==> src/rtl/core/gfrs_pkg.sv <==
// Shared widths, payload structs and register codes for the gear indicator.
// No dependencies; every module of the block imports this package.
package gfrs_pkg;

  // Field widths of the stream words and registers.
  localparam int RPM_W      = 15;
  localparam int SPEED_W    = 12;
  localparam int SCALE_W    = 20;
  localparam int COUNT_W    = 3;
  localparam int RATIO_W    = 16;
  localparam int GEAR_W     = 3;

  // Product rpm * scale, and the part left after the divide by 256.
  localparam int PROD_W     = RPM_W + SCALE_W;
  localparam int FRAC_DROP  = 8;
  localparam int NUM_W      = PROD_W - FRAC_DROP;

  // Divider: one quotient bit per stage, remainder as wide as the divisor.
  localparam int QUOT_W     = RATIO_W;
  localparam int REM_W      = SPEED_W;
  localparam int CMP_W      = SPEED_W + QUOT_W;

  // Configuration port.
  localparam int CFG_IDX_W  = 3;
  localparam int CFG_DATA_W = SCALE_W;

  // Stream word widths, padded to whole bytes.
  localparam int S_TDATA_W  = 32;
  localparam int M_TDATA_W  = 24;

  localparam int MAX_GEARS_DEF = 6;

  localparam logic [RATIO_W-1:0] RATIO_MAX   = '1;
  localparam logic [SCALE_W-1:0] SCALE_RESET = SCALE_W'(18678);

  // Register indexes; gear ratio registers follow the base one after another.
  typedef enum logic [CFG_IDX_W-1:0] {
    REG_RATIO_SCALE     = 3'd0,
    REG_GEAR_COUNT      = 3'd1,
    REG_GEAR_RATIO_BASE = 3'd2
  } cfg_reg_e;

  // Multiplier stage output.
  typedef struct packed {
    logic [NUM_W-1:0]   num;
    logic [SPEED_W-1:0] speed;
    logic               zero;
  } prod_t;

  // One divider stage: partial remainder, dividend bits shifting out while
  // quotient bits shift in, the divisor, and the special-case flags.
  typedef struct packed {
    logic [REM_W-1:0]   rem;
    logic [QUOT_W-1:0]  bits;
    logic [SPEED_W-1:0] dvs;
    logic               sat;
    logic               zero;
  } div_stage_t;

  // Divider output.
  typedef struct packed {
    logic [QUOT_W-1:0] quot;
    logic              sat;
    logic              zero;
  } quot_t;

endpackage

==> src/rtl/core/gfrs_cfg_regs.sv <==
// Configuration register file of the gear indicator: scale, gear count and
// the gear ratio thresholds. Depends on gfrs_pkg.
module gfrs_cfg_regs import gfrs_pkg::*; #(
  parameter int MAX_GEARS = MAX_GEARS_DEF
) (
  input  logic                  clk_i,
  input  logic                  rst_ni,
  input  logic                  cfg_we_i,
  input  logic [CFG_IDX_W-1:0]  cfg_idx_i,
  input  logic [CFG_DATA_W-1:0] cfg_data_i,
  output logic [SCALE_W-1:0]    scale_o,
  output logic [COUNT_W-1:0]    count_o,
  output logic [RATIO_W-1:0]    thr_o [MAX_GEARS]
);

  logic [SCALE_W-1:0] scale_q;
  logic [COUNT_W-1:0] count_q;

  // Scale and gear count registers.
  always_ff @(posedge clk_i or negedge rst_ni) begin
    if (!rst_ni) begin
      scale_q <= SCALE_RESET;
      count_q <= '0;
    end else if (cfg_we_i) begin
      unique case (cfg_idx_i)
        REG_RATIO_SCALE: scale_q <= cfg_data_i[SCALE_W-1:0];
        REG_GEAR_COUNT:  count_q <= cfg_data_i[COUNT_W-1:0];
        default: ;
      endcase
    end
  end

  // One threshold register per gear, each at its own index.
  for (genvar g = 0; g < MAX_GEARS; g++) begin : g_thr
    logic [RATIO_W-1:0] thr_q;

    always_ff @(posedge clk_i or negedge rst_ni) begin
      if (!rst_ni) begin
        thr_q <= '0;
      end else if (cfg_we_i &&
                   cfg_idx_i == CFG_IDX_W'(REG_GEAR_RATIO_BASE) + CFG_IDX_W'(g)) begin
        thr_q <= cfg_data_i[RATIO_W-1:0];
      end
    end

    assign thr_o[g] = thr_q;
  end

  assign scale_o = scale_q;
  assign count_o = count_q;

endmodule

==> src/rtl/core/gfrs_mul.sv <==
// Multiplier stage: rpm times scale, dropping the low 8 bits (the /256 of
// the ratio formula). Depends on gfrs_pkg.
module gfrs_mul import gfrs_pkg::*; (
  input  logic               clk_i,
  input  logic               rst_ni,
  input  logic               in_valid_i,
  output logic               in_ready_o,
  input  logic [RPM_W-1:0]   rpm_i,
  input  logic [SPEED_W-1:0] speed_i,
  input  logic [SCALE_W-1:0] scale_i,
  output logic               out_valid_o,
  input  logic               out_ready_i,
  output prod_t              out_o
);

  logic              vld_q;
  prod_t             prod_q;
  prod_t             prod_d;
  logic [PROD_W-1:0] full_prod;

  // Full product; the low fraction bits never reach the quotient.
  assign full_prod     = PROD_W'(rpm_i) * PROD_W'(scale_i);
  assign prod_d.num    = full_prod[PROD_W-1:FRAC_DROP];
  assign prod_d.speed  = speed_i;
  assign prod_d.zero   = (rpm_i == '0) || (speed_i == '0);

  assign in_ready_o = !vld_q || out_ready_i;

  // Valid bit of the stage.
  always_ff @(posedge clk_i or negedge rst_ni) begin
    if (!rst_ni) begin
      vld_q <= 1'b0;
    end else if (in_ready_o) begin
      vld_q <= in_valid_i;
    end
  end

  // Payload register.
  always_ff @(posedge clk_i) begin
    if (in_ready_o && in_valid_i) begin
      prod_q <= prod_d;
    end
  end

  assign out_valid_o = vld_q;
  assign out_o       = prod_q;

endmodule

==> src/rtl/core/gfrs_div_pipe.sv <==
// Pipelined restoring divider: an overflow check stage, then one quotient bit
// per stage. Each stage holds its word while the next one is full and stalled.
// Depends on gfrs_pkg.
module gfrs_div_pipe import gfrs_pkg::*; (
  input  logic  clk_i,
  input  logic  rst_ni,
  input  logic  in_valid_i,
  output logic  in_ready_o,
  input  prod_t in_i,
  output logic  out_valid_o,
  input  logic  out_ready_i,
  output quot_t out_o
);

  localparam int NSTG = QUOT_W + 1;
  localparam int LAST = NSTG - 1;

  div_stage_t       st_q [NSTG];
  logic [NSTG-1:0]  vld_q;
  logic [NSTG:0]    rdy;
  div_stage_t       init_d;

  // A stage can load when it is empty or its word moves on this cycle.
  always_comb begin
    rdy[NSTG] = out_ready_i;
    for (int k = NSTG - 1; k >= 0; k--) begin
      rdy[k] = !vld_q[k] || rdy[k+1];
    end
  end

  assign in_ready_o = rdy[0];

  // Overflow check: the quotient fits in 16 bits only when the dividend is
  // below divisor * 2^16. Then the top dividend bits start as the remainder.
  always_comb begin
    init_d.sat  = CMP_W'(in_i.num) >= {in_i.speed, {QUOT_W{1'b0}}};
    init_d.rem  = REM_W'(in_i.num[NUM_W-1:QUOT_W]);
    init_d.bits = in_i.num[QUOT_W-1:0];
    init_d.dvs  = in_i.speed;
    init_d.zero = in_i.zero;
  end

  always_ff @(posedge clk_i or negedge rst_ni) begin
    if (!rst_ni) begin
      vld_q[0] <= 1'b0;
    end else if (rdy[0]) begin
      vld_q[0] <= in_valid_i;
    end
  end

  always_ff @(posedge clk_i) begin
    if (rdy[0] && in_valid_i) begin
      st_q[0] <= init_d;
    end
  end

  // Quotient bit stages, most significant bit first.
  for (genvar k = 1; k < NSTG; k++) begin : g_step
    logic [REM_W:0] trial;
    logic [REM_W:0] diff;
    logic           ge;
    div_stage_t     nxt;

    always_comb begin
      trial    = {st_q[k-1].rem, st_q[k-1].bits[QUOT_W-1]};
      diff     = trial - {1'b0, st_q[k-1].dvs};
      ge       = trial >= {1'b0, st_q[k-1].dvs};
      nxt      = st_q[k-1];
      nxt.rem  = ge ? diff[REM_W-1:0] : trial[REM_W-1:0];
      nxt.bits = {st_q[k-1].bits[QUOT_W-2:0], ge};
    end

    always_ff @(posedge clk_i or negedge rst_ni) begin
      if (!rst_ni) begin
        vld_q[k] <= 1'b0;
      end else if (rdy[k]) begin
        vld_q[k] <= vld_q[k-1];
      end
    end

    always_ff @(posedge clk_i) begin
      if (rdy[k] && vld_q[k-1]) begin
        st_q[k] <= nxt;
      end
    end
  end

  assign out_valid_o = vld_q[LAST];
  assign out_o.quot  = st_q[LAST].bits;
  assign out_o.sat   = st_q[LAST].sat;
  assign out_o.zero  = st_q[LAST].zero;

`ifndef ASSERT_OFF
  // A finished quotient that is not taken stays put.
  assert property (@(posedge clk_i) disable iff (!rst_ni)
    vld_q[LAST] && !out_ready_i |=> vld_q[LAST] && $stable(st_q[LAST]))
    else $error("divider output changed while stalled");

  // Without overflow the final remainder is below the divisor.
  assert property (@(posedge clk_i) disable iff (!rst_ni)
    vld_q[LAST] && !st_q[LAST].sat |-> st_q[LAST].rem < st_q[LAST].dvs)
    else $error("divider remainder not reduced");
`endif

endmodule

==> src/rtl/core/gfrs_gear_sel.sv <==
// Output stage: applies the zero and saturation cases to the quotient, picks
// the first gear whose threshold is exceeded and registers the result word.
// Depends on gfrs_pkg.
module gfrs_gear_sel import gfrs_pkg::*; #(
  parameter int MAX_GEARS = MAX_GEARS_DEF
) (
  input  logic               clk_i,
  input  logic               rst_ni,
  input  logic               in_valid_i,
  output logic               in_ready_o,
  input  quot_t              in_i,
  input  logic [COUNT_W-1:0] count_i,
  input  logic [RATIO_W-1:0] thr_i [MAX_GEARS],
  output logic               out_valid_o,
  input  logic               out_ready_i,
  output logic [GEAR_W-1:0]  gear_o,
  output logic [RATIO_W-1:0] ratio_o
);

  logic               vld_q;
  logic [GEAR_W-1:0]  gear_q;
  logic [RATIO_W-1:0] ratio_q;
  logic [RATIO_W-1:0] ratio_d;
  logic [GEAR_W-1:0]  gear_d;
  logic [COUNT_W-1:0] used;

  // Zero rpm or speed wins over overflow; overflow saturates.
  always_comb begin
    if (in_i.zero) begin
      ratio_d = '0;
    end else if (in_i.sat) begin
      ratio_d = RATIO_MAX;
    end else begin
      ratio_d = in_i.quot;
    end
  end

  // Gear count beyond the number of threshold registers is clipped.
  assign used = (count_i > COUNT_W'(MAX_GEARS)) ? COUNT_W'(MAX_GEARS) : count_i;

  // Walk from the last gear down so that the lowest exceeded gear wins.
  always_comb begin
    gear_d = '0;
    for (int i = MAX_GEARS - 1; i >= 0; i--) begin
      if (used > COUNT_W'(i) && ratio_d > thr_i[i]) begin
        gear_d = GEAR_W'(i + 1);
      end
    end
  end

  assign in_ready_o = !vld_q || out_ready_i;

  always_ff @(posedge clk_i or negedge rst_ni) begin
    if (!rst_ni) begin
      vld_q <= 1'b0;
    end else if (in_ready_o) begin
      vld_q <= in_valid_i;
    end
  end

  always_ff @(posedge clk_i) begin
    if (in_ready_o && in_valid_i) begin
      gear_q  <= gear_d;
      ratio_q <= ratio_d;
    end
  end

  assign out_valid_o = vld_q;
  assign gear_o      = gear_q;
  assign ratio_o     = ratio_q;

`ifndef ASSERT_OFF
  // A zero ratio exceeds no threshold.
  assert property (@(posedge clk_i) disable iff (!rst_ni)
    vld_q && ratio_q == '0 |-> gear_q == '0)
    else $error("gear reported for zero ratio");

  // The reported gear never names a threshold register that does not exist.
  assert property (@(posedge clk_i) disable iff (!rst_ni)
    vld_q |-> gear_q <= GEAR_W'(MAX_GEARS))
    else $error("gear beyond the threshold registers");
`endif

endmodule

==> src/rtl/core/gear_from_rpm_and_speed_top.sv <==
// Top level of the calculated gear indicator: config registers, multiplier,
// pipelined divider and gear selection. Depends on gfrs_pkg and all gfrs_* modules.
//
//   channel  direction  handshake                    word
//   s_axis   in         s_axis_tvalid/s_axis_tready  engine_rpm, road_speed
//   m_axis   out        m_axis_tvalid/m_axis_tready  gear, measured_ratio
//   cfg      in         cfg_we_i (no back-pressure)  register index and data
//
// One word per cycle sustained while m_axis takes every word; the stages are
// one multiplier stage, one overflow check stage, 16 divider stages of one
// quotient bit each, and the registered output stage.
// Every stage keeps its own valid bit and loads whenever it is empty or drains,
// so a stall on m_axis fills the bubbles first and loses no word.
// Reset clears all valid bits and loads the register reset values.
module gear_from_rpm_and_speed_top import gfrs_pkg::*; #(
  parameter int MAX_GEARS = MAX_GEARS_DEF
) (
  input  logic                  clk_i,
  input  logic                  rst_ni,
  input  logic                  s_axis_tvalid,
  output logic                  s_axis_tready,
  input  logic [S_TDATA_W-1:0]  s_axis_tdata,   // [14:0] engine_rpm, [26:15] road_speed
  output logic                  m_axis_tvalid,
  input  logic                  m_axis_tready,
  output logic [M_TDATA_W-1:0]  m_axis_tdata,   // [2:0] gear, [18:3] measured_ratio
  input  logic                  cfg_we_i,
  input  logic [CFG_IDX_W-1:0]  cfg_idx_i,
  input  logic [CFG_DATA_W-1:0] cfg_data_i
);

  localparam int PAD_W = M_TDATA_W - RATIO_W - GEAR_W;

  logic [RPM_W-1:0]   rpm;
  logic [SPEED_W-1:0] speed;
  logic [SCALE_W-1:0] scale;
  logic [COUNT_W-1:0] count;
  logic [RATIO_W-1:0] thr [MAX_GEARS];

  logic               mul_valid;
  logic               mul_ready;
  prod_t              mul_word;
  logic               div_valid;
  logic               div_ready;
  quot_t              div_word;
  logic [GEAR_W-1:0]  gear;
  logic [RATIO_W-1:0] ratio;

  // Unpack the input word.
  assign rpm   = s_axis_tdata[RPM_W-1:0];
  assign speed = s_axis_tdata[RPM_W+SPEED_W-1:RPM_W];

  gfrs_cfg_regs #(
    .MAX_GEARS (MAX_GEARS)
  ) u_cfg (
    .clk_i      (clk_i),
    .rst_ni     (rst_ni),
    .cfg_we_i   (cfg_we_i),
    .cfg_idx_i  (cfg_idx_i),
    .cfg_data_i (cfg_data_i),
    .scale_o    (scale),
    .count_o    (count),
    .thr_o      (thr)
  );

  gfrs_mul u_mul (
    .clk_i       (clk_i),
    .rst_ni      (rst_ni),
    .in_valid_i  (s_axis_tvalid),
    .in_ready_o  (s_axis_tready),
    .rpm_i       (rpm),
    .speed_i     (speed),
    .scale_i     (scale),
    .out_valid_o (mul_valid),
    .out_ready_i (mul_ready),
    .out_o       (mul_word)
  );

  gfrs_div_pipe u_div (
    .clk_i       (clk_i),
    .rst_ni      (rst_ni),
    .in_valid_i  (mul_valid),
    .in_ready_o  (mul_ready),
    .in_i        (mul_word),
    .out_valid_o (div_valid),
    .out_ready_i (div_ready),
    .out_o       (div_word)
  );

  gfrs_gear_sel #(
    .MAX_GEARS (MAX_GEARS)
  ) u_sel (
    .clk_i       (clk_i),
    .rst_ni      (rst_ni),
    .in_valid_i  (div_valid),
    .in_ready_o  (div_ready),
    .in_i        (div_word),
    .count_i     (count),
    .thr_i       (thr),
    .out_valid_o (m_axis_tvalid),
    .out_ready_i (m_axis_tready),
    .gear_o      (gear),
    .ratio_o     (ratio)
  );

  // Pack the result word.
  assign m_axis_tdata = {{PAD_W{1'b0}}, ratio, gear};

endmodule
==> config.mk <==
export PLATFORM = sky130hd
export DESIGN_NAME = gear_from_rpm_and_speed_top
export DESIGN_NICKNAME = d
export VERILOG_FILES = /design/src/rtl/core/gfrs_pkg.sv /design/src/rtl/core/gfrs_cfg_regs.sv /design/src/rtl/core/gfrs_mul.sv /design/src/rtl/core/gfrs_div_pipe.sv /design/src/rtl/core/gfrs_gear_sel.sv /design/src/rtl/core/gear_from_rpm_and_speed_top.sv
export SDC_FILE = /design/constraint.sdc
export NUM_CORES = 2
export LEC_CHECK = 0
export BUFFER_PORTS_ARGS = -buffer_cell sky130_fd_sc_hd__clkbuf_2
export CELL_PAD_IN_SITES_DETAIL_PLACEMENT = 2
export CELL_PAD_IN_SITES_GLOBAL_PLACEMENT = 2
export CORE_AREA = 2 2 354 356
export DETAILED_ROUTE_END_ITERATION = 10
export DIE_AREA = 0 0 356 358
export PLACE_DENSITY = 0.87
export SKIP_LAST_GASP = 1
export SYNTH_ARGS = -nofsm -noshare
export SYNTH_HDL_FRONTEND = slang
export SYNTH_SLANG_ARGS = --single-unit
==> constraint.sdc <==
create_clock -name clk_i -period 5.8 [get_ports clk_i]
set_input_delay 0.58 -clock clk_i [delete_from_list [all_inputs] [get_ports clk_i]]
set_output_delay 0.58 -clock clk_i [all_outputs]
set_load 0.01 [all_outputs]
==> flow_summary.ini <==
[drt]
wl_microns = 233000
vias = 37900
drtAntennaViolNets = 0
drt-wirelength-per-cell_microns = 38.7
via_per_inst = 6.31
drt_first_pass_iters = 6
dr.first_iter.drc_count = 3715
drcViolationCount = 0

[sta]
grt_setup_unrepaired = yes
drv_slew = 0
clock_skew_ps = 39.6
setup_viol = 26
worst_pin_slew_ps = 1430
finalCritPeriodShare = 1.29
slew_headroom = 0.0464
period_needed_ps = 7490
hold_viol = 0
fmax_mhz = 134
finalWorstSetupSlack_ps = -1690

[synthesis]
yosysTopAreaCell = edfxtp_1
synth_top_family_by_area = adder cells
synth-simple-area-share = 0.0831
synth_area_sq_mm = 0.0505
synth-edff-count = 748
synth.ff_latch_count = 886
syn_avg_cell_area_sq_um = 12.6
synth_async_sr_flop_share = 0.156
synth.distinct_cells = 83
synth_compound_area_frac = 0.0741
synthAdderAreaFrac = 0.195
seq_area_frac_synth = 0.513
yosys.area.top_type_share = 0.445
yosys-mux-area-fraction = 0.0557
synthXorXnorAreaFrac = 0.0238
synth_cells = 4019
yosys_warnings = 0
synth_flop_cell = edfxtp_1
netlist_top_cells_area = edfxtp_1 (44%), ha_1 (9.8%), fa_1 (9.8%)

[cts]
clock-root-buffer = clkbuf_16
cts-buffers-inserted = 95
clk_latency_ps = 740
worst_setup_hold_path_clk_slew_ps = 80
cts_sinks = 886
h-tree-depth = 3
cts_tree = done
clockBufferDepth = 3

[finish]
drive_above_1_share = 0.185
nFillCells = 12000
syn_to_final_growth_pct = 14.4
fin_cells = 6013
final_nets = 4983

[setup_path]
critPathLaunchType = register
r2r-start = u_cfg.scale_o[7]
criticalPathCategory = register to register
crit_buf_inv = 6
crit_path_end_kind = register
startpoint = u_cfg.scale_o[7]
cp_top_family = adder cells
reg2reg_depth = 21
crit_path_end = u_mul.out_o[32]
regToRegSetupSlack_ps = -1690
arrival_ps = 7940
worstReg2RegEnd = u_mul.out_o[32]
crit_slowest_cell = fa_1
slowest_delay_ps = 840
cp.depth = 21
path_common_cell = fa_1
worstPathRequired_ps = 6260
cp_max_fo = 5
path_cells = buf_4 -> buf_4 -> nand2_1 -> fa_1 -> inv_1 -> fa_1 -> fa_1 -> fa_1 -> fa_1 -> inv_1 -> fa_1 -> inv_1 -> ha_1 -> or3_4 -> o211ai_4 -> o211ai_4 -> buf_6 -> a311oi_4 -> a21oi_2 -> a21oi_2 -> xnor2_1

[placed_design]
dp_hpwl_microns = 133000
dp.cells = 5794
gp_congestion = 0.842
portBuffers = 75

[floorplanning]
coreArea_sq_mm = 0.123
fp.dieH_microns = 358
ios = 86
die_area_sq_mm = 0.127
initial_core_util = 0.410
die_x_microns = 356
num_rows = 129

[outcome]
status = complete, but fails checks
violations = setup timing

[global_route]
grt_pass1_wl_microns = 314000
grt_pass1_vias = 42800
grt.overflow.total = 0
grt_util_all_layers = 0.344
antenna_found_initial = 31
grt_max_degree = 99

[min_path]
hold_path_class = input pin to asynchronous set/reset pin

[job]
maxCapViolCount = 0
## layer usage
layer	GRT usage	vias to the layer above	part of all wire
met5	0	-	0.00073
met4	0.320	28	0.12
met3	0.0862	1487	0.075
met2	0.608	2673	0.49
met1	0.326	19300	0.31
li1	-	14500	-
## flip-flops by register name, summed over array words and instances (netlist names)
name / count
u_div.out_valid_o: 1
u_sel.out_valid_o: 1
u_div.st_q: 689
u_cfg.scale_o: 20
u_mul.out_valid_o: 1
u_mul.out_o: 40
u_cfg.count_o: 3
u_sel.ratio_o: 16
u_div.vld_q: 16
u_sel.gear_o: 3
u_cfg.g_thr.thr_q: 96
## per-stage QoR
| stage | worst slack (ps) | setup TNS [ps] | utilization | hold WS [ps] | area [sq um] |
|---|---|---|---|---|---|
| after floorplan | -283 | -1440 | - | 284 | 50700 |
| after global placement | -617 | -9050 | 0.437 | 401 | 53900 |
| after detailed placement | -1270 | -23440 | 0.437 | 406 | 53900 |
| after CTS | -883 | -16530 | 0.465 | 35.5 | 57400 |
| after global routing | -1570 | -32840 | 0.468 | 50.2 | 57700 |
| final | -1690 | -34750 | 0.468 | 47.8 | 57800 |
## final cells by class
cell class / count / area (sq um) / area share
clock inverters: 50 / 484 / 0.00838
flip-flops and latches: 886 / 25900 / 0.449
clock buffers: 126 / 2670 / 0.0462
inverters: 625 / 2350 / 0.0408
repair buffers: 251 / 1780 / 0.0308
well taps: 1637 / 2050 / 0.0355
multi-input cells: 2423 / 22500 / 0.389
diodes: 15 / 37.5 / 0.000650
## Yosys cell counts, drive strengths merged (4+ instances only)
cell type,n
a21o,85
o21ai,116
o32ai,7
a21boi,33
nor2,172
xor2,36
nand4,65
a311oi,4
mux2,219
mux2i,32
nand3,41
nand2b,20
nor3,39
a2111oi,5
buf,20
xnor2,101
inv,625
nand4b,4
fa,246
or3,6
nor2b,38
o211ai,14
ha,395
or2,14
o21bai,27
nand2,220
o41a,7
a21oi,144
and3,7
a211oi,17
dfstp,8
o21ba,7
a31oi,13
nor4,15
o31a,4
edfxtp,748
o21a,23
dfrtp,130
clkbuf,69
o41ai,4
and2,191
o31ai,14
## worst min-delay path by stage
stage,to,slack (ps),depth (start not counted)
2_1_floorplan,u_cfg.count_o[0],280,0
3_3_place_gp,u_div.st_q[0][100],400,0
3_5_place_dp,u_div.st_q[2][24],410,0
4_1_cts,u_mul.out_o[7],40,1
5_1_grt,u_mul.out_o[7],50,1
6_report,u_cfg.g_thr[3].thr_q[11],50,1
## layout by cell type, fill, tap and decap left out, types with 11 or more instances in the layout
master	synthesis	routed
a211oi_1	14	12
clkbuf_1	69	16
xnor2_1	101	97
fa_2	0	14
nor4_1	15	15
clkbuf_2	0	74
or2_2	12	12
a21oi_1	132	127
nand4_1	65	65
inv_1	625	608
nor3_1	39	36
clkbuf_8	0	13
a21oi_2	12	13
diode_2	0	15
and2_1	190	164
mux2_2	211	211
and2_4	0	14
clkinv_2	0	26
o21ai_0	104	98
o31ai_1	14	14
xor2_1	36	34
nor2_1	172	170
edfxtp_1	748	748
a21boi_1	19	18
inv_2	0	15
o21a_1	23	21
o21bai_1	27	26
a31oi_1	12	11
ha_1	395	383
a21o_1	84	84
nand2b_1	20	18
dfrtp_1	130	123
nand2_1	220	219
fa_1	246	232
nor2b_1	38	34
buf_4	17	165
mux2i_1	32	32
clkbuf_16	0	97
and2_2	1	13
nand3_1	41	41
## cells by family after synthesis
family | after synthesis
AOI/OAI and AO/OA | 549
xor gates and xnor gates | 137
adders and majority gates | 641
buffers and inverters | 714
DFF | 886
muxes | 251
other | 1
and+or+nand+nor | 840
## repair_timing
item | 4_1_cts | 5_1_grt
pin swaps | 35 | 27
hold endpoints to repair | 0 | 0
setup endpoints to repair | 26 | 27
setup buffers | 17 | 10
gates cloned | 0 | 0
gates resized for setup | 56 | 57
hold buffers | 0 | 0
Power is left out: the tool's default activity adds up to more than one toggle a clock period on the data nets, which glitch-free logic cannot reach.
